File: src/hw/rtl/aqbt_pkg.sv
// Package for the quadratic Bezier edge tessellator.
// Holds field widths, multiply-accumulate control types and the cosine table functions.
// No dependencies.
`default_nettype none

package aqbt_pkg;

  localparam int SEG_MAX_DEF = 10;
  localparam int COORD_W     = 24;
  localparam int COL_W       = 32;
  localparam int LBL_W       = 9;
  localparam int IDX_W       = 4;
  localparam int WGT_W       = 17;
  localparam int RED_LIM     = 2048;
  localparam int OP_W        = 25;
  localparam int ACC_W       = 64;
  localparam int LBL_ROUND   = 32768;

  localparam longint ONE_Q30  = 64'sd1073741824;
  localparam longint COS1_Q30 = 64'sd1073211997;

  typedef enum logic [1:0] {
    SH_0,
    SH_16,
    SH_23
  } mac_shift_e;

  typedef struct packed {
    logic       valid;
    logic       clr;
    logic       neg;
    mac_shift_e shift;
  } mac_ctrl_t;

  function automatic longint cos_q30(input int k);
    longint cp;
    longint cc;
    longint cn;
    int     j;
    cp = ONE_Q30;
    cc = COS1_Q30;
    if (k == 0) begin
      return ONE_Q30;
    end
    for (j = 1; j < k; j++) begin
      cn = (2 * COS1_Q30 * cc) / ONE_Q30 - cp;
      cp = cc;
      cc = cn;
    end
    return cc;
  endfunction

  function automatic logic [16:0] cos_sq(input int k);
    longint c;
    c = cos_q30(k);
    return 17'((c * c) >>> 44);
  endfunction

  function automatic logic cos_neg(input int k);
    return cos_q30(k) < 0;
  endfunction

endpackage

`default_nettype wire

File: src/hw/rtl/aqbt_in_if.sv
// Input channel of the tessellator: one edge per word.
// Depends on aqbt_pkg for the field widths.
`default_nettype none

interface aqbt_in_if;
  import aqbt_pkg::*;
  logic                      valid;
  logic                      ready;
  logic signed [COORD_W-1:0] start_x;
  logic signed [COORD_W-1:0] start_y;
  logic signed [COORD_W-1:0] end_x;
  logic signed [COORD_W-1:0] end_y;
  logic signed [COORD_W-1:0] control_x;
  logic signed [COORD_W-1:0] control_y;
  logic        [COL_W-1:0]   start_colour;
  logic        [COL_W-1:0]   end_colour;

  modport source (output valid, start_x, start_y, end_x, end_y, control_x, control_y,
                  start_colour, end_colour, input ready);
  modport sink (input valid, start_x, start_y, end_x, end_y, control_x, control_y,
                start_colour, end_colour, output ready);
endinterface

`default_nettype wire

File: src/hw/rtl/aqbt_out_if.sv
// Output channel of the tessellator: one curve point per word.
// Depends on aqbt_pkg for the field widths.
`default_nettype none

interface aqbt_out_if;
  import aqbt_pkg::*;
  logic                      valid;
  logic                      ready;
  logic signed [COORD_W-1:0] point_x;
  logic signed [COORD_W-1:0] point_y;
  logic        [COL_W-1:0]   point_colour;
  logic        [IDX_W-1:0]   point_index;
  logic signed [COORD_W-1:0] label_x;
  logic signed [COORD_W-1:0] label_y;
  logic                      last_point;

  modport source (output valid, point_x, point_y, point_colour, point_index, label_x,
                  label_y, last_point, input ready);
  modport sink (input valid, point_x, point_y, point_colour, point_index, label_x,
                label_y, last_point, output ready);
endinterface

`default_nettype wire

File: src/hw/rtl/aqbt_cfg_if.sv
// Configuration write channel carrying the label position register.
// Depends on aqbt_pkg for the register width.
`default_nettype none

interface aqbt_cfg_if;
  import aqbt_pkg::*;
  logic             valid;
  logic             ready;
  logic [LBL_W-1:0] label_position;

  modport source (output valid, label_position, input ready);
  modport sink (input valid, label_position, output ready);
endinterface

`default_nettype wire

File: src/hw/rtl/adaptive_quadratic_bezier_tessellator.sv
// Adaptive quadratic Bezier edge tessellator, top level with the sequencer.
// Depends on aqbt_pkg, the three channel interfaces, aqbt_mac and aqbt_div.
//
// Usage: an edge word on in_i (start, end and control points, two colours) is
// accepted when valid and ready are high; ready is high only while the block is idle.
// The block then delivers n+1 point words on out_o, index 0 (end point) first and
// the start point last with last_point set, where n is 1 to MAX_SEGMENTS from the
// angle at the start point. cfg_i is always ready and sets the label position;
// write it only while the block is idle.
// The block first works out the label anchor, then the angle test (skipped when the control
// or end point equals the start point), then each point in turn; the divider yields NUM_W
// quotient bits per point (NUM_W is 34 at ten segments). The shared multiply-accumulate
// unit and the bit-serial divider do this work. The result sits in an output register;
// when the receiver stalls, work on the next point goes on up to that register and then
// waits.
// Reset clears the sequencer and the output valid, and sets the label position to 128.
`default_nettype none

module adaptive_quadratic_bezier_tessellator import aqbt_pkg::*; #(
  parameter int MAX_SEGMENTS = SEG_MAX_DEF
) (
  input  wire logic   clk_i,
  input  wire logic   rst_ni,
  aqbt_in_if.sink     in_i,
  aqbt_out_if.source  out_o,
  aqbt_cfg_if.sink    cfg_i
);

  localparam int SEG_W = $clog2(MAX_SEGMENTS + 1);
  localparam int SQ_W  = 2 * SEG_W;
  localparam int DEN_W = SQ_W + 1;
  localparam int WT_W  = SQ_W + 2;
  localparam int NUM_W = 26 + SQ_W;
  localparam int LANES = 6;

  typedef enum logic [3:0] {
    S_IDLE, S_LBX, S_LBY, S_RED, S_DOT, S_NA, S_NB, S_AB, S_LHS, S_TST,
    S_PTW, S_PX, S_PY, S_PC, S_DIV, S_PUT
  } state_e;

  state_e state_q;
  logic [3:0]       step_q;
  logic [SEG_W-1:0] k_q, n_q, i_q;
  logic [1:0]       ch_q;

  logic signed [COORD_W-1:0] sx_q, sy_q, ex_q, ey_q, cx_q, cy_q;
  logic [COL_W-1:0]          cs_q, ce_q;
  logic [COORD_W-1:0]        amx_q, amy_q, bmx_q, bmy_q;
  logic                      asx_q, asy_q, bsx_q, bsy_q, zero_q;
  logic signed [COORD_W-1:0] lx_q, ly_q, dot_q;
  logic [22:0]               na_q, nb_q;
  logic [45:0]               ab_q;
  logic signed [ACC_W-1:0]   neglhs_q;
  logic [WT_W-1:0]           w_ii_q, w_iu_q, w_uu_q, w_cs_q, w_ce_q;
  logic [DEN_W-1:0]          den_q;
  logic signed [ACC_W-1:0]   init_pt_q;
  logic [NUM_W-1:0]          num_q [LANES];
  logic [WGT_W-1:0]          ws_q, we_q, wc_q;

  logic                      ovalid_q, olast_q;
  logic signed [COORD_W-1:0] opx_q, opy_q, olx_q, oly_q;
  logic [COL_W-1:0]          ocol_q;
  logic [IDX_W-1:0]          oidx_q;

  mac_ctrl_t               mac_ctrl;
  logic signed [OP_W-1:0]  op_a, op_b;
  logic signed [ACC_W-1:0] mac_init, acc;
  logic                    div_start, div_done;
  logic [NUM_W-1:0]        quo [LANES];

  logic [16:0] c2_tab  [MAX_SEGMENTS+1];
  logic        neg_tab [MAX_SEGMENTS+1];

  for (genvar g = 0; g <= MAX_SEGMENTS; g++) begin : g_cos
    assign c2_tab[g]  = cos_sq(g);
    assign neg_tab[g] = cos_neg(g);
  end

  // Input differences: a = start - control, b = start - end.
  logic signed [COORD_W:0] dax, day, dbx, dby;
  assign dax = (COORD_W+1)'(in_i.start_x) - (COORD_W+1)'(in_i.control_x);
  assign day = (COORD_W+1)'(in_i.start_y) - (COORD_W+1)'(in_i.control_y);
  assign dbx = (COORD_W+1)'(in_i.start_x) - (COORD_W+1)'(in_i.end_x);
  assign dby = (COORD_W+1)'(in_i.start_y) - (COORD_W+1)'(in_i.end_y);

  logic signed [11:0] rax, ray, rbx, rby;
  assign rax = asx_q ? -{1'b0, amx_q[10:0]} : {1'b0, amx_q[10:0]};
  assign ray = asy_q ? -{1'b0, amy_q[10:0]} : {1'b0, amy_q[10:0]};
  assign rbx = bsx_q ? -{1'b0, bmx_q[10:0]} : {1'b0, bmx_q[10:0]};
  assign rby = bsy_q ? -{1'b0, bmy_q[10:0]} : {1'b0, bmy_q[10:0]};

  logic a_big, b_big;
  assign a_big = (amx_q >= COORD_W'(RED_LIM)) || (amy_q >= COORD_W'(RED_LIM));
  assign b_big = (bmx_q >= COORD_W'(RED_LIM)) || (bmy_q >= COORD_W'(RED_LIM));

  logic tst_ok;
  assign tst_ok = neg_tab[k_q] ? ((dot_q < 0) && (acc <= 0))
                               : ((dot_q <= 0) || (acc >= 0));

  // Label weights from the written position.
  logic [LBL_W-1:0] cp, cs_w, cq;
  assign cp   = (cfg_i.label_position > LBL_W'(256)) ? LBL_W'(256) : cfg_i.label_position;
  assign cs_w = (cp <= LBL_W'(128)) ? cp : LBL_W'(256) - cp;
  assign cq   = LBL_W'(256) - cs_w;
  assign cfg_i.ready = 1'b1;

  // Per-point weights.
  logic [SEG_W-1:0] u_v;
  logic [SQ_W-1:0]  ii_v, iu_v, uu_v, in_v, un_v, nn_v;
  assign u_v  = n_q - i_q;
  assign ii_v = SQ_W'(i_q) * SQ_W'(i_q);
  assign iu_v = SQ_W'(i_q) * SQ_W'(u_v);
  assign uu_v = SQ_W'(u_v) * SQ_W'(u_v);
  assign in_v = SQ_W'(i_q) * SQ_W'(n_q);
  assign un_v = SQ_W'(u_v) * SQ_W'(n_q);
  assign nn_v = SQ_W'(n_q) * SQ_W'(n_q);

  logic [7:0] cs_byte, ce_byte;
  assign cs_byte = cs_q[{ch_q, 3'b000} +: 8];
  assign ce_byte = ce_q[{ch_q, 3'b000} +: 8];

  always_comb begin
    mac_ctrl = '0;
    op_a     = '0;
    op_b     = '0;
    mac_init = '0;
    case (state_q)
      S_LBX, S_LBY: begin
        mac_ctrl.valid = step_q < 4'd3;
        mac_ctrl.clr   = step_q == 4'd0;
        mac_init       = ACC_W'(LBL_ROUND);
        case (step_q)
          4'd0: begin
            op_a = OP_W'(state_q == S_LBX ? sx_q : sy_q);
            op_b = OP_W'(ws_q);
          end
          4'd1: begin
            op_a = OP_W'(state_q == S_LBX ? ex_q : ey_q);
            op_b = OP_W'(we_q);
          end
          default: begin
            op_a = OP_W'(state_q == S_LBX ? cx_q : cy_q);
            op_b = OP_W'(wc_q);
          end
        endcase
      end
      S_DOT, S_NA, S_NB: begin
        mac_ctrl.valid = step_q < 4'd2;
        mac_ctrl.clr   = step_q == 4'd0;
        if (state_q == S_DOT) begin
          op_a = OP_W'(step_q == 4'd0 ? rax : ray);
          op_b = OP_W'(step_q == 4'd0 ? rbx : rby);
        end else if (state_q == S_NA) begin
          op_a = OP_W'(step_q == 4'd0 ? rax : ray);
          op_b = op_a;
        end else begin
          op_a = OP_W'(step_q == 4'd0 ? rbx : rby);
          op_b = op_a;
        end
      end
      S_AB: begin
        mac_ctrl.valid = step_q == 4'd0;
        mac_ctrl.clr   = 1'b1;
        op_a = OP_W'(na_q);
        op_b = OP_W'(nb_q);
      end
      S_LHS: begin
        mac_ctrl.valid = step_q == 4'd0;
        mac_ctrl.clr   = 1'b1;
        mac_ctrl.neg   = 1'b1;
        mac_ctrl.shift = SH_16;
        op_a = OP_W'(dot_q);
        op_b = OP_W'(dot_q);
      end
      S_TST: begin
        mac_ctrl.valid = step_q < 4'd2;
        mac_ctrl.clr   = step_q == 4'd0;
        mac_ctrl.shift = (step_q == 4'd0) ? SH_0 : SH_23;
        mac_init       = neglhs_q;
        op_a = OP_W'(c2_tab[k_q]);
        op_b = OP_W'(step_q == 4'd0 ? ab_q[22:0] : ab_q[45:23]);
      end
      S_PX, S_PY: begin
        mac_ctrl.valid = step_q < 4'd3;
        mac_ctrl.clr   = step_q == 4'd0;
        mac_init       = init_pt_q;
        case (step_q)
          4'd0: begin
            op_a = OP_W'(state_q == S_PX ? sx_q : sy_q);
            op_b = OP_W'(w_ii_q);
          end
          4'd1: begin
            op_a = OP_W'(state_q == S_PX ? cx_q : cy_q);
            op_b = OP_W'(w_iu_q);
          end
          default: begin
            op_a = OP_W'(state_q == S_PX ? ex_q : ey_q);
            op_b = OP_W'(w_uu_q);
          end
        endcase
      end
      S_PC: begin
        mac_ctrl.valid = step_q < 4'd2;
        mac_ctrl.clr   = step_q == 4'd0;
        mac_init       = init_pt_q;
        op_a = OP_W'(step_q == 4'd0 ? cs_byte : ce_byte);
        op_b = OP_W'(step_q == 4'd0 ? w_cs_q : w_ce_q);
      end
      default: begin
      end
    endcase
  end

  assign div_start = (state_q == S_DIV) && (step_q == 4'd0);

  aqbt_mac u_mac (
    .clk_i  (clk_i),
    .rst_ni (rst_ni),
    .ctrl_i (mac_ctrl),
    .a_i    (op_a),
    .b_i    (op_b),
    .init_i (mac_init),
    .acc_o  (acc)
  );

  aqbt_div #(
    .NUM_W (NUM_W),
    .DEN_W (DEN_W),
    .LANES (LANES)
  ) u_div (
    .clk_i   (clk_i),
    .rst_ni  (rst_ni),
    .start_i (div_start),
    .den_i   (den_q),
    .num_i   (num_q),
    .quo_o   (quo),
    .done_o  (div_done)
  );

  logic put_go;
  assign put_go = (state_q == S_PUT) && (!ovalid_q || out_o.ready);

  always_ff @(posedge clk_i or negedge rst_ni) begin
    if (!rst_ni) begin
      state_q  <= S_IDLE;
      step_q   <= '0;
      k_q      <= '0;
      n_q      <= '0;
      i_q      <= '0;
      ch_q     <= '0;
      ovalid_q <= 1'b0;
      ws_q     <= WGT_W'(16384);
      we_q     <= WGT_W'(16384);
      wc_q     <= WGT_W'(32768);
    end else begin
      if (cfg_i.valid) begin
        ws_q <= WGT_W'(cq * (LBL_W'(256) - cp));
        we_q <= WGT_W'(cq * cp);
        wc_q <= {cs_w, 8'd0};
      end
      if (put_go) begin
        ovalid_q <= 1'b1;
      end else if (out_o.ready) begin
        ovalid_q <= 1'b0;
      end
      unique case (state_q)
        S_IDLE: begin
          if (in_i.valid) begin
            sx_q   <= in_i.start_x;
            sy_q   <= in_i.start_y;
            ex_q   <= in_i.end_x;
            ey_q   <= in_i.end_y;
            cx_q   <= in_i.control_x;
            cy_q   <= in_i.control_y;
            cs_q   <= in_i.start_colour;
            ce_q   <= in_i.end_colour;
            asx_q  <= dax[COORD_W];
            asy_q  <= day[COORD_W];
            bsx_q  <= dbx[COORD_W];
            bsy_q  <= dby[COORD_W];
            amx_q  <= COORD_W'(dax[COORD_W] ? -dax : dax);
            amy_q  <= COORD_W'(day[COORD_W] ? -day : day);
            bmx_q  <= COORD_W'(dbx[COORD_W] ? -dbx : dbx);
            bmy_q  <= COORD_W'(dby[COORD_W] ? -dby : dby);
            zero_q <= ((dax == '0) && (day == '0)) || ((dbx == '0) && (dby == '0));
            step_q <= '0;
            state_q <= S_LBX;
          end
        end
        S_LBX: begin
          step_q <= step_q + 4'd1;
          if (step_q == 4'd4) begin
            lx_q    <= acc[39:16];
            step_q  <= '0;
            state_q <= S_LBY;
          end
        end
        S_LBY: begin
          step_q <= step_q + 4'd1;
          if (step_q == 4'd4) begin
            ly_q   <= acc[39:16];
            step_q <= '0;
            n_q    <= SEG_W'(1);
            i_q    <= '0;
            state_q <= zero_q ? S_PTW : S_RED;
          end
        end
        S_RED: begin
          if (a_big) begin
            amx_q <= amx_q >> 1;
            amy_q <= amy_q >> 1;
          end
          if (b_big) begin
            bmx_q <= bmx_q >> 1;
            bmy_q <= bmy_q >> 1;
          end
          if (!a_big && !b_big) begin
            state_q <= S_DOT;
          end
        end
        S_DOT: begin
          step_q <= step_q + 4'd1;
          if (step_q == 4'd3) begin
            dot_q   <= acc[COORD_W-1:0];
            step_q  <= '0;
            state_q <= S_NA;
          end
        end
        S_NA: begin
          step_q <= step_q + 4'd1;
          if (step_q == 4'd3) begin
            na_q    <= acc[22:0];
            step_q  <= '0;
            state_q <= S_NB;
          end
        end
        S_NB: begin
          step_q <= step_q + 4'd1;
          if (step_q == 4'd3) begin
            nb_q    <= acc[22:0];
            step_q  <= '0;
            state_q <= S_AB;
          end
        end
        S_AB: begin
          step_q <= step_q + 4'd1;
          if (step_q == 4'd2) begin
            ab_q    <= acc[45:0];
            step_q  <= '0;
            state_q <= S_LHS;
          end
        end
        S_LHS: begin
          step_q <= step_q + 4'd1;
          if (step_q == 4'd2) begin
            neglhs_q <= acc;
            step_q   <= '0;
            k_q      <= SEG_W'(1);
            state_q  <= S_TST;
          end
        end
        S_TST: begin
          step_q <= step_q + 4'd1;
          if (step_q == 4'd3) begin
            step_q <= '0;
            if (tst_ok) begin
              n_q <= k_q;
            end
            if (tst_ok && (k_q != SEG_W'(MAX_SEGMENTS))) begin
              k_q <= k_q + SEG_W'(1);
            end else begin
              i_q     <= '0;
              state_q <= S_PTW;
            end
          end
        end
        S_PTW: begin
          w_ii_q    <= WT_W'({ii_v, 1'b0});
          w_iu_q    <= WT_W'({iu_v, 2'b00});
          w_uu_q    <= WT_W'({uu_v, 1'b0});
          w_cs_q    <= WT_W'({in_v, 1'b0});
          w_ce_q    <= WT_W'({un_v, 1'b0});
          den_q     <= {nn_v, 1'b0};
          init_pt_q <= ACC_W'(nn_v) + (ACC_W'(nn_v) << 25);
          step_q    <= '0;
          state_q   <= S_PX;
        end
        S_PX: begin
          step_q <= step_q + 4'd1;
          if (step_q == 4'd4) begin
            num_q[0] <= acc[NUM_W-1:0];
            step_q   <= '0;
            state_q  <= S_PY;
          end
        end
        S_PY: begin
          step_q <= step_q + 4'd1;
          if (step_q == 4'd4) begin
            num_q[1] <= acc[NUM_W-1:0];
            step_q   <= '0;
            ch_q     <= '0;
            state_q  <= S_PC;
          end
        end
        S_PC: begin
          step_q <= step_q + 4'd1;
          if (step_q == 4'd3) begin
            num_q[3'(ch_q) + 3'd2] <= acc[NUM_W-1:0];
            step_q <= '0;
            ch_q   <= ch_q + 2'd1;
            if (ch_q == 2'd3) begin
              state_q <= S_DIV;
            end
          end
        end
        S_DIV: begin
          if (step_q == 4'd0) begin
            step_q <= 4'd1;
          end
          if (div_done) begin
            step_q  <= '0;
            state_q <= S_PUT;
          end
        end
        S_PUT: begin
          if (put_go) begin
            opx_q   <= quo[0][COORD_W-1:0];
            opy_q   <= quo[1][COORD_W-1:0];
            ocol_q  <= {quo[5][7:0], quo[4][7:0], quo[3][7:0], quo[2][7:0]};
            oidx_q  <= IDX_W'(i_q);
            olx_q   <= lx_q;
            oly_q   <= ly_q;
            olast_q <= i_q == n_q;
            if (i_q == n_q) begin
              state_q <= S_IDLE;
            end else begin
              i_q     <= i_q + SEG_W'(1);
              state_q <= S_PTW;
            end
          end
        end
        default: state_q <= S_IDLE;
      endcase
    end
  end

  assign in_i.ready         = state_q == S_IDLE;
  assign out_o.valid        = ovalid_q;
  assign out_o.point_x      = opx_q;
  assign out_o.point_y      = opy_q;
  assign out_o.point_colour = ocol_q;
  assign out_o.point_index  = oidx_q;
  assign out_o.label_x      = olx_q;
  assign out_o.label_y      = oly_q;
  assign out_o.last_point   = olast_q;

`ifndef SYNTH
  a_seg_range: assert property (@(posedge clk_i) disable iff (!rst_ni)
    (state_q == S_PTW) |-> (n_q >= SEG_W'(1)) && (n_q <= SEG_W'(MAX_SEGMENTS)) && (i_q <= n_q))
    else $error("segment count or point index out of range");
  a_div_done: assert property (@(posedge clk_i) disable iff (!rst_ni)
    div_done |-> (state_q == S_DIV))
    else $error("divider finished outside the divide step");
  a_mac_idle: assert property (@(posedge clk_i) disable iff (!rst_ni)
    (state_q == S_IDLE) |-> !mac_ctrl.valid)
    else $error("multiply-accumulate issued while idle");
`endif

endmodule

`default_nettype wire

File: src/hw/rtl/aqbt_mac.sv
// Shared two-stage signed multiply-accumulate unit with a shifted, optionally negated term.
// Depends on aqbt_pkg for the control struct and widths.
`default_nettype none

module aqbt_mac import aqbt_pkg::*; (
  input  wire logic                    clk_i,
  input  wire logic                    rst_ni,
  input  wire mac_ctrl_t               ctrl_i,
  input  wire logic signed [OP_W-1:0]  a_i,
  input  wire logic signed [OP_W-1:0]  b_i,
  input  wire logic signed [ACC_W-1:0] init_i,
  output logic signed [ACC_W-1:0]      acc_o
);

  mac_ctrl_t                  ctrl_q;
  logic signed [2*OP_W-1:0]   prod_q;
  logic signed [ACC_W-1:0]    init_q;
  logic signed [ACC_W-1:0]    acc_q;
  logic signed [ACC_W-1:0]    term;
  logic signed [ACC_W-1:0]    base;

  always_ff @(posedge clk_i or negedge rst_ni) begin
    if (!rst_ni) begin
      ctrl_q <= '0;
    end else begin
      ctrl_q <= ctrl_i;
    end
  end

  always_ff @(posedge clk_i) begin
    prod_q <= a_i * b_i;
    init_q <= init_i;
    if (ctrl_q.valid) begin
      acc_q <= base + (ctrl_q.neg ? -term : term);
    end
  end

  always_comb begin
    unique case (ctrl_q.shift)
      SH_16:   term = ACC_W'(prod_q) <<< 16;
      SH_23:   term = ACC_W'(prod_q) <<< 23;
      default: term = ACC_W'(prod_q);
    endcase
    base = ctrl_q.clr ? init_q : acc_q;
  end

  assign acc_o = acc_q;

endmodule

`default_nettype wire

File: src/hw/rtl/aqbt_div.sv
// Bit-serial restoring divider with several numerator lanes sharing one divisor.
// Depends on aqbt_pkg only through the import convention.
`default_nettype none

module aqbt_div import aqbt_pkg::*; #(
  parameter int NUM_W = 34,
  parameter int DEN_W = 9,
  parameter int LANES = 6
) (
  input  wire logic             clk_i,
  input  wire logic             rst_ni,
  input  wire logic             start_i,
  input  wire logic [DEN_W-1:0] den_i,
  input  wire logic [NUM_W-1:0] num_i [LANES],
  output logic      [NUM_W-1:0] quo_o [LANES],
  output logic                  done_o
);

  localparam int CNT_W = $clog2(NUM_W + 1);

  logic             busy_q;
  logic [CNT_W-1:0] cnt_q;
  logic             done_q;
  logic [DEN_W-1:0] den_q;
  logic [NUM_W-1:0] sh_q  [LANES];
  logic [DEN_W-1:0] rem_q [LANES];
  logic [DEN_W:0]   trial [LANES];
  logic             qbit  [LANES];

  always_comb begin
    for (int l = 0; l < LANES; l++) begin
      trial[l] = {rem_q[l], sh_q[l][NUM_W-1]};
      qbit[l]  = trial[l] >= {1'b0, den_q};
    end
  end

  always_ff @(posedge clk_i or negedge rst_ni) begin
    if (!rst_ni) begin
      busy_q <= 1'b0;
      cnt_q  <= '0;
      done_q <= 1'b0;
    end else begin
      done_q <= busy_q && (cnt_q == CNT_W'(1));
      if (start_i) begin
        busy_q <= 1'b1;
        cnt_q  <= CNT_W'(NUM_W);
      end else if (busy_q) begin
        cnt_q <= cnt_q - CNT_W'(1);
        if (cnt_q == CNT_W'(1)) begin
          busy_q <= 1'b0;
        end
      end
    end
  end

  always_ff @(posedge clk_i) begin
    if (start_i) begin
      den_q <= den_i;
      for (int l = 0; l < LANES; l++) begin
        sh_q[l]  <= num_i[l];
        rem_q[l] <= '0;
      end
    end else if (busy_q) begin
      for (int l = 0; l < LANES; l++) begin
        sh_q[l]  <= {sh_q[l][NUM_W-2:0], qbit[l]};
        rem_q[l] <= qbit[l] ? DEN_W'(trial[l] - {1'b0, den_q}) : DEN_W'(trial[l]);
      end
    end
  end

  assign quo_o  = sh_q;
  assign done_o = done_q;

endmodule

`default_nettype wire

File: src/flat_wrapper.sv
// flat-port wrapper written by rule: the top's interface ports become plain ports
module adaptive_quadratic_bezier_tessellator_flat import aqbt_pkg::*;
#(
  parameter int MAX_SEGMENTS = SEG_MAX_DEF
)
  (clk_i, rst_ni, in_i_valid, in_i_start_x, in_i_start_y, in_i_end_x, in_i_end_y, in_i_control_x, in_i_control_y, in_i_start_colour, in_i_end_colour, in_i_ready, out_o_valid, out_o_point_x, out_o_point_y, out_o_point_colour, out_o_point_index, out_o_label_x, out_o_label_y, out_o_last_point, out_o_ready, cfg_i_valid, cfg_i_label_position, cfg_i_ready);
  aqbt_in_if in_i_i ();
  aqbt_out_if out_o_i ();
  aqbt_cfg_if cfg_i_i ();
  input  wire logic clk_i;
  input  wire logic rst_ni;
  input wire logic [$bits(in_i_i.valid)-1:0] in_i_valid;
  input wire logic [$bits(in_i_i.start_x)-1:0] in_i_start_x;
  input wire logic [$bits(in_i_i.start_y)-1:0] in_i_start_y;
  input wire logic [$bits(in_i_i.end_x)-1:0] in_i_end_x;
  input wire logic [$bits(in_i_i.end_y)-1:0] in_i_end_y;
  input wire logic [$bits(in_i_i.control_x)-1:0] in_i_control_x;
  input wire logic [$bits(in_i_i.control_y)-1:0] in_i_control_y;
  input wire logic [$bits(in_i_i.start_colour)-1:0] in_i_start_colour;
  input wire logic [$bits(in_i_i.end_colour)-1:0] in_i_end_colour;
  output wire logic [$bits(in_i_i.ready)-1:0] in_i_ready;
  output wire logic [$bits(out_o_i.valid)-1:0] out_o_valid;
  output wire logic [$bits(out_o_i.point_x)-1:0] out_o_point_x;
  output wire logic [$bits(out_o_i.point_y)-1:0] out_o_point_y;
  output wire logic [$bits(out_o_i.point_colour)-1:0] out_o_point_colour;
  output wire logic [$bits(out_o_i.point_index)-1:0] out_o_point_index;
  output wire logic [$bits(out_o_i.label_x)-1:0] out_o_label_x;
  output wire logic [$bits(out_o_i.label_y)-1:0] out_o_label_y;
  output wire logic [$bits(out_o_i.last_point)-1:0] out_o_last_point;
  input wire logic [$bits(out_o_i.ready)-1:0] out_o_ready;
  input wire logic [$bits(cfg_i_i.valid)-1:0] cfg_i_valid;
  input wire logic [$bits(cfg_i_i.label_position)-1:0] cfg_i_label_position;
  output wire logic [$bits(cfg_i_i.ready)-1:0] cfg_i_ready;
  assign in_i_i.valid = in_i_valid;
  assign in_i_i.start_x = in_i_start_x;
  assign in_i_i.start_y = in_i_start_y;
  assign in_i_i.end_x = in_i_end_x;
  assign in_i_i.end_y = in_i_end_y;
  assign in_i_i.control_x = in_i_control_x;
  assign in_i_i.control_y = in_i_control_y;
  assign in_i_i.start_colour = in_i_start_colour;
  assign in_i_i.end_colour = in_i_end_colour;
  assign in_i_ready = in_i_i.ready;
  assign out_o_valid = out_o_i.valid;
  assign out_o_point_x = out_o_i.point_x;
  assign out_o_point_y = out_o_i.point_y;
  assign out_o_point_colour = out_o_i.point_colour;
  assign out_o_point_index = out_o_i.point_index;
  assign out_o_label_x = out_o_i.label_x;
  assign out_o_label_y = out_o_i.label_y;
  assign out_o_last_point = out_o_i.last_point;
  assign out_o_i.ready = out_o_ready;
  assign cfg_i_i.valid = cfg_i_valid;
  assign cfg_i_i.label_position = cfg_i_label_position;
  assign cfg_i_ready = cfg_i_i.ready;
  adaptive_quadratic_bezier_tessellator #(.MAX_SEGMENTS(MAX_SEGMENTS)) u_core (.clk_i(clk_i), .rst_ni(rst_ni), .in_i(in_i_i), .out_o(out_o_i), .cfg_i(cfg_i_i));
endmodule
File: config.mk
export PLATFORM = sky130hd
export DESIGN_NAME = adaptive_quadratic_bezier_tessellator_flat
export DESIGN_NICKNAME = d
export VERILOG_FILES = /design/src/hw/rtl/aqbt_pkg.sv /design/src/hw/rtl/aqbt_in_if.sv /design/src/hw/rtl/aqbt_out_if.sv /design/src/hw/rtl/aqbt_cfg_if.sv /design/src/hw/rtl/adaptive_quadratic_bezier_tessellator.sv /design/src/hw/rtl/aqbt_mac.sv /design/src/hw/rtl/aqbt_div.sv /design/src/flat_wrapper.sv
export SDC_FILE = /design/constraint.sdc
export NUM_CORES = 2
export LEC_CHECK = 0
export BUFFER_PORTS_ARGS = -buffer_cell sky130_fd_sc_hd__buf_4
export CAP_MARGIN = 15
export CORE_MARGIN = 4
export CORE_UTILIZATION = 35
export DETAILED_ROUTE_END_ITERATION = 6
export PLACE_DENSITY = 0.58
export SLEW_MARGIN = 20
export SYNTH_ARGS = -nofsm -noshare
export SYNTH_HDL_FRONTEND = slang
export SYNTH_HIERARCHICAL = 1
export SYNTH_SLANG_ARGS = --single-unit
File: constraint.sdc
create_clock -name clk_i -period 11.1 [get_ports clk_i]
set_clock_uncertainty 0.05 [all_clocks]
set_input_delay 1.11 -clock clk_i [delete_from_list [all_inputs] [get_ports clk_i]]
set_output_delay 1.11 -clock clk_i [all_outputs]
set_load 0.02 [all_outputs]
**Word level (Yosys, flattened, before mapping)**

Memory sizes are Yosys's and may differ from the RTL's.
Index checks and enable logic that the tools add are counted.

- Multiplexer cells: 132
- Shift operators: 2
- Bitwise logic cells: 8
- Divide/modulo/power cells: 0
- Order comparisons: 21
- $add $sub $neg: 31
- Multiply operators: 9
- Reduce and logical (&&, ||, !) cells: 60
- Equal/unequal tests: 48

Operators by type and width:

| kind | count |
|---|---|
| $mux W204 | 3 |
| $pmux W25 S7 | 2 |
| $mux W24 | 12 |
| $mux W25 | 11 |
| $bwmux W204 | 1 |
| $pmux W24 S2 | 4 |
| $pmux W64 S3 | 1 |
| $mux W4 | 36 |
| $pmux W34 S2 | 2 |
| $mux W9 | 15 |
| $mux W64 | 2 |
| $pmux W64 S2 | 1 |
| $demux W34 S3 | 1 |
| $logic_not A25 Y1 | 4 |
| $pmux W25 S2 | 2 |
| $sub A24 B24 Y25 | 4 |
| $ge A24 B12 Y1 const B | 4 |
| $neg A24 Y24 | 4 |
| $mux W34 | 2 |
| $add A64 B64 Y64 | 1 |
| $ge A64 B1 Y1 const B | 1 |
| $le A64 B1 Y1 const B | 1 |
| $neg A64 Y64 | 1 |
| $pmux W4 S16 | 1 |
| other kinds (69) | 195 |

- Memory bits (read-only): 288
- Bits of input ports: 222
- Bits in latches: 0
- Bits in writable memories: 54
- Memories kept: 3
- Bits in registers: 1455

Memories:

| memory | depth | width | rd ports | clocked after Yosys merged registers in | wr ports | RTL line | RTL |
|---|---|---|---|---|---|---|---|
| (name not given) | 16 | 17 | 1 | 0 | 0 | adaptive_quadratic_bezier_tessellator.sv:180 | `op_a = OP_W'(c2_tab[k_q]);` |
| u_core.u_div.rem_q | 6 | 9 | 6 | 0 | 6 | aqbt_div.sv:26 | `logic [DEN_W-1:0] rem_q [LANES];` |
| (name not given) | 16 | 1 | 1 | 0 | 0 | adaptive_quadratic_bezier_tessellator.sv:97 | `assign tst_ok = neg_tab[k_q] ? ((dot_q < 0) && (acc <= 0))` |

**Logic depth before layout (Yosys ltp)**

- Depth in word-level cells: 9
- Mapped depth: 39
- Gate-level depth less buffers: 37

**Modules after synthesis**

The synthesis kept the hierarchy.

Modules (own cells, without submodules):

| module | area an instance (µm²) | seq. area each (µm²) | instances | cells an instance |
|---|---|---|---|---|
| adaptive_quadratic_bezier_tessellator | 53946.7 | 29201.8 | 1 | 4708 |
| aqbt_mac | 33528.4 | 4329.2 | 1 | 3556 |
| aqbt_div | 14286.2 | 8217.9 | 1 | 1037 |

**Worst setup path before layout**

No wires, ideal clock.

- Kind: register -> register
- From: reg u_core.bmx_q[1]
- To: reg u_core.u_mac.prod_q[47]
- Data arrival time: 9525 ps
- Cell stages (with the launch flop): 34
- Period minus slack after synthesis: 9639 ps
- Path buffers: 2
- Setup slack: 1461 ps
- Library setup time: 64 ps
- Cells stage by stage: edfxtp_1 or3_1 or3_1 or3_1 or3_1 o311ai_0 a21oi_1 a21oi_1 or2_2 clkbuf_1 nand3_1 clkbuf_1 nand2_1 inv_1 fa_1 inv_1 fa_1 fa_1 inv_1 fa_1 fa_1 inv_1 fa_1 fa_1 inv_1 ha_1 and2_1 and3_1 and2_1 a221o_1 a41oi_1 o21bai_1 or4_1 nand4_1

- Cells in the longest elaborated chain, start to end: 7
- Elaborated cells between the ends (all ways): 9
- Those cells by class: 1 x add/sub; 1 x mul; 7 x mux

Ends and longest elaborated chain:

| element | RTL line | RTL |
|---|---|---|
| from (decl) | adaptive_quadratic_bezier_tessellator.sv:48 | `logic [COORD_W-1:0] amx_q, amy_q, bmx_q, bmy_q;` |
| from (signal assigned) | adaptive_quadratic_bezier_tessellator.sv:283 | `bmx_q <= COORD_W'(dbx[COORD_W] ? -dbx : dbx);` |
| from (signal assigned) | adaptive_quadratic_bezier_tessellator.sv:314 | `bmx_q <= bmx_q >> 1;` |
| $neg A11 Y12 | adaptive_quadratic_bezier_tessellator.sv:89 | `assign rbx = bsx_q ? -{1'b0, bmx_q[10:0]} : {1'b0, bmx_q[10:0]};` |
| $mux W12 | adaptive_quadratic_bezier_tessellator.sv:89 |  |
| $mux W25 | adaptive_quadratic_bezier_tessellator.sv:157 | `op_a = OP_W'(step_q == 4'd0 ? rbx : rby);` |
| $mux W25 | adaptive_quadratic_bezier_tessellator.sv:153 | `end else if (state_q == S_NA) begin` |
| $mux W25 | adaptive_quadratic_bezier_tessellator.sv:150 | `if (state_q == S_DOT) begin` |
| $pmux W25 S7 | adaptive_quadratic_bezier_tessellator.sv:127 | `case (state_q)` |
| net u_core.op_a[23] | adaptive_quadratic_bezier_tessellator.sv:66 | `logic signed [OP_W-1:0] op_a, op_b;` |
| $mul A25 B25 Y50 | aqbt_mac.sv:31 | `prod_q <= a_i * b_i;` |
| to (signal assigned) | aqbt_mac.sv:31 |  |
| to (decl) | aqbt_mac.sv:16 | `logic signed [2*OP_W-1:0] prod_q;` |

The timed path passes the listed nets, and every way through them passes these cells.
A chain may end at the register's enable or synchronous reset.

**Worst setup path after layout**

Ends and elaborated chain as after synthesis.

==> metrics <==
outcome complete, no violations; port buffer count between 300 and 400; Total GRT Usage about 21%; power density of the placed cells around 120 nW/µm²; antenna violations before repair 14; startpoint kind of the worst setup timing path register; Post-Place Worst Slack roughly 0.021 ns; Final GP Congestion approximately 0.93; data required time of the critical path between 10 and 15 ns; Highest Clock Rate 94.2 MHz; maximum clock path buffer count 4; Data arrival, critical path between 10 and 15 ns; setup repair after global routing missed its margin no; Max stage delay cell, worst path sky130_fd_sc_hd__fa_1; count of yosys warnings during synthesis 6; clock buffers created by TritonCTS roughly 180; initial cell density of the core a little over a third; Top Ports roughly 360; top post-synthesis cells by area sky130_fd_sc_hd__edfxtp_1, sky130_fd_sc_hd__fa_1, sky130_fd_sc_hd__ha_1; fraction of final layout cells sized beyond drive strength 1 13.4%; latest clock arrival within the worst-skew pair about 0.85 ns; share of the clock period used by the worst path between 90% and 100%; Peak VDD IR 0.120 mV; area of the placeable core about 290000 µm²; Synth Area in Compound Gates between 10 and 15%; leakage dissipation ~48 nW; placed wire-length estimate after detailed placement 241000 µm; Die Span Y about 550 µm; maximum fanout along the worst path 12; first-pass detailed-route iteration total 6; #FFs+latches synth about 1400; final max-slew violation count 0; number of max-cap violations 0; Gate Count Post-Synth 9301; routed wirelength normalized by instance count about 23 µm; largest net degree at the start of global routing 160; path type of the worst min-delay path in2async; number of placement rows approximately 200; reg2reg path depth 34; CP Capture Type register; wire length of the first global-routing pass 478000 µm; clock-pin slew on the worst setup and hold paths 0.07 ns; DIE WIDTH about 550 µm; Total Die Area around 300000 µm²; number of distinct standard cells referenced by the synthesized netlist roughly 120; mean post-synth cell area 10.9 µm²; Critical Setup Path Class reg2reg; total via count in the routed design 72900; dpl cells 13300; Final Hold Violating Endpoints 0; crit-path most repeated cell sky130_fd_sc_hd__fa_1; EDFF count, synth between 1000 and 1500; xor/xnor cell area share of the yosys netlist between 3 and 4%; Setup TNS Final 0 ns; # H-tree levels 4; post-synthesis to final-layout area growth 13.0%; most common library cells after synthesis sky130_fd_sc_hd__edfxtp_1, sky130_fd_sc_hd__inv_1, sky130_fd_sc_hd__nand2_1; adder and majority gate portion of the synthesized area a little over a fifth; total wire length ~320000 µm; clock root cell sky130_fd_sc_hd__clkbuf_16; actual transition at the worst max-transition pin about 1.1 ns; residual overflow from global routing 0; vias in the first global route between 70000 and 80000; post-synthesis async set-or-reset flop share ~5.3%; final critical path time including I/O delays and setup about 11 ns; portion of the post-synthesis area used by sequential elements around two fifths; fraction of synthesized cell area taken by the top area cell type around 37%; number of DRC violations after detailed routing 0; combinational family with the most area after synthesis adder cells; Detail Route Antenna Nets 0; critical path's largest stage delay roughly 0.57 ns; leading cell type by number of instances after synthesis sky130_fd_sc_hd__edfxtp_1; final worst slack a little under 0.5 ns; Post-Synthesis Cell Area 102000 µm²; Net count, final between 10000 and 15000; CTS tree done; via density per instance roughly 5.3; proportion of synthesized area in mux cells 4.36%; number of non-filler instances in the completed layout 13600; count of clock tree sinks roughly 1400; setup violators final 0; max-slew headroom at the worst pin 24.9%; most instantiated flip-flop cell in the synthesis netlist sky130_fd_sc_hd__edfxtp_1; post-synthesis simple-gate area fraction about 12%; largest area contributor in the synthesized netlist sky130_fd_sc_hd__edfxtp_1; First DRT Iteration DRCs roughly 6300
[layout by cell type (no fill, tap or decap), types with 47 or more instances in the layout]
| master | instances |
|---|---|
| sky130_fd_sc_hd__o21ai_0 | 361 |
| sky130_fd_sc_hd__a31oi_1 | 54 |
| sky130_fd_sc_hd__nand3_1 | 96 |
| sky130_fd_sc_hd__a21oi_1 | 513 |
| sky130_fd_sc_hd__and3_1 | 76 |
| sky130_fd_sc_hd__clkbuf_16 | 178 |
| sky130_fd_sc_hd__o31ai_1 | 51 |
| sky130_fd_sc_hd__inv_1 | 1017 |
| sky130_fd_sc_hd__nor3_1 | 106 |
| sky130_fd_sc_hd__nand4_1 | 72 |
| sky130_fd_sc_hd__a21o_1 | 112 |
| sky130_fd_sc_hd__nor2b_1 | 70 |
| sky130_fd_sc_hd__nand2_1 | 850 |
| sky130_fd_sc_hd__ha_1 | 526 |
| sky130_fd_sc_hd__a221oi_1 | 54 |
| sky130_fd_sc_hd__dfxtp_1 | 114 |
| sky130_fd_sc_hd__o21a_1 | 47 |
| sky130_fd_sc_hd__mux2i_1 | 63 |
| sky130_fd_sc_hd__mux2_2 | 306 |
| sky130_fd_sc_hd__nand2b_1 | 95 |
| sky130_fd_sc_hd__a22oi_1 | 48 |
| sky130_fd_sc_hd__buf_4 | 537 |
| sky130_fd_sc_hd__and2_1 | 384 |
| sky130_fd_sc_hd__a211oi_1 | 52 |
| sky130_fd_sc_hd__xor2_1 | 168 |
| sky130_fd_sc_hd__xnor2_1 | 277 |
| sky130_fd_sc_hd__edfxtp_1 | 1250 |
| sky130_fd_sc_hd__dfrtp_1 | 69 |
| sky130_fd_sc_hd__fa_1 | 788 |
| sky130_fd_sc_hd__nor2_1 | 519 |
| sky130_fd_sc_hd__or3_1 | 56 |
[layer usage]
layer / track usage, % / share of wire, %
met2: 33.4 / 46
met4: 6.16 / 3.3
met1: 28.8 / 44
met5: 0 / 0.0035
met3: 3.50 / 7.0
[worst paths after layout]
path | from | to | slack (ns)
worst max-delay path | u_core/bmx_q[1] | u_core/u_mac/prod_q[47] | 0.49
worst min-delay path | rst_ni | u_core/u_mac/ctrl_q[0] | 0.21
worst max register to register | u_core/bmx_q[1] | u_core/u_mac/prod_q[47] | 0.49
worst min register to register | u_core/neglhs_q[51] | u_core/u_mac/init_q[51] | 0.35
max in group asynchronous | rst_ni | u_core/state_q[0] | 9.58
min in group clk_i | u_core/neglhs_q[51] | u_core/u_mac/init_q[51] | 0.35
[registers in the layout, indices dropped and copies added, names as in the netlist, 32 cells and up]
register / count
u_core/ab_q: 46
u_core/ce_q: 32
u_core/cs_q: 32
u_core/neglhs_q: 64
u_core/num_q: 204
u_core/out_o.point_colour: 32
u_core/u_div/quo_o: 204
u_core/u_div/rem_q: 54
u_core/u_mac/acc_o: 64
u_core/u_mac/init_q: 64
u_core/u_mac/prod_q: 50
[through the flow]
stage	hold WS, ns	instance area (µm²)	utilization [%]	total power, W
floorplan	0.350	102000	-	0.00782
global placement	0.354	109000	37.9	0.00854
detailed placement	0.355	109000	37.9	0.00856
CTS	0.171	115000	39.8	0.0142
global route	0.195	115000	39.8	0.0148
finish	0.215	115000	39.8	0.0141
[what timing repair did]
action / CTS / global route
pin swaps: 0 / 4
buffers inserted: 0 / 9
hold buffers: 0 / 0
resized for setup: 2 / 3
setup endpoints to repair: 3 / 13
[worst max-delay path, delay by kind of cell, from the launching register on]
kind	cells	cell delay, ns
AOI/OAI and AO/OA	11	2.64
adders and majority gates	8	3.81
buffers and inverters	5	0.79
DFF	1	0.43
and+or+nand+nor	10	2.80
[power by group]
| group | internal [W] | total (W) | switching, W | leakage (nW) |
|---|---|---|---|---|
| sequential | 0.00594 | 0.00598 | 0.0000369 | 13.4 |
| combinational | 0.00106 | 0.00248 | 0.00142 | 32.3 |
| clock | 0.00328 | 0.00560 | 0.00233 | 2.72 |
| total | 0.0103 | 0.0141 | 0.00379 | 48.4 |
[kinds of logic (layout without fill, tap and decap cells)]
group	after synthesis	count (layout)
compound gates	1735	1735
xor+xnor	445	445
fa+ha+maj	1315	1315
buf+inv	1438	1882
flops	1441	1441
mux	385	385
other cells	2	21
simple gates	2540	2540
[final cells by class]
type	count	area, µm²
clock inverter	96	851
fill	27700	174000
sequential	1441	41800
inverter	1027	3860
antenna	2	5.00
tap	3880	4850
timing repair buffer	542	4130
clock buffer	217	4710
multi-input combinational	6439	54800
Note: power is estimated with default switching activity, not from simulation.
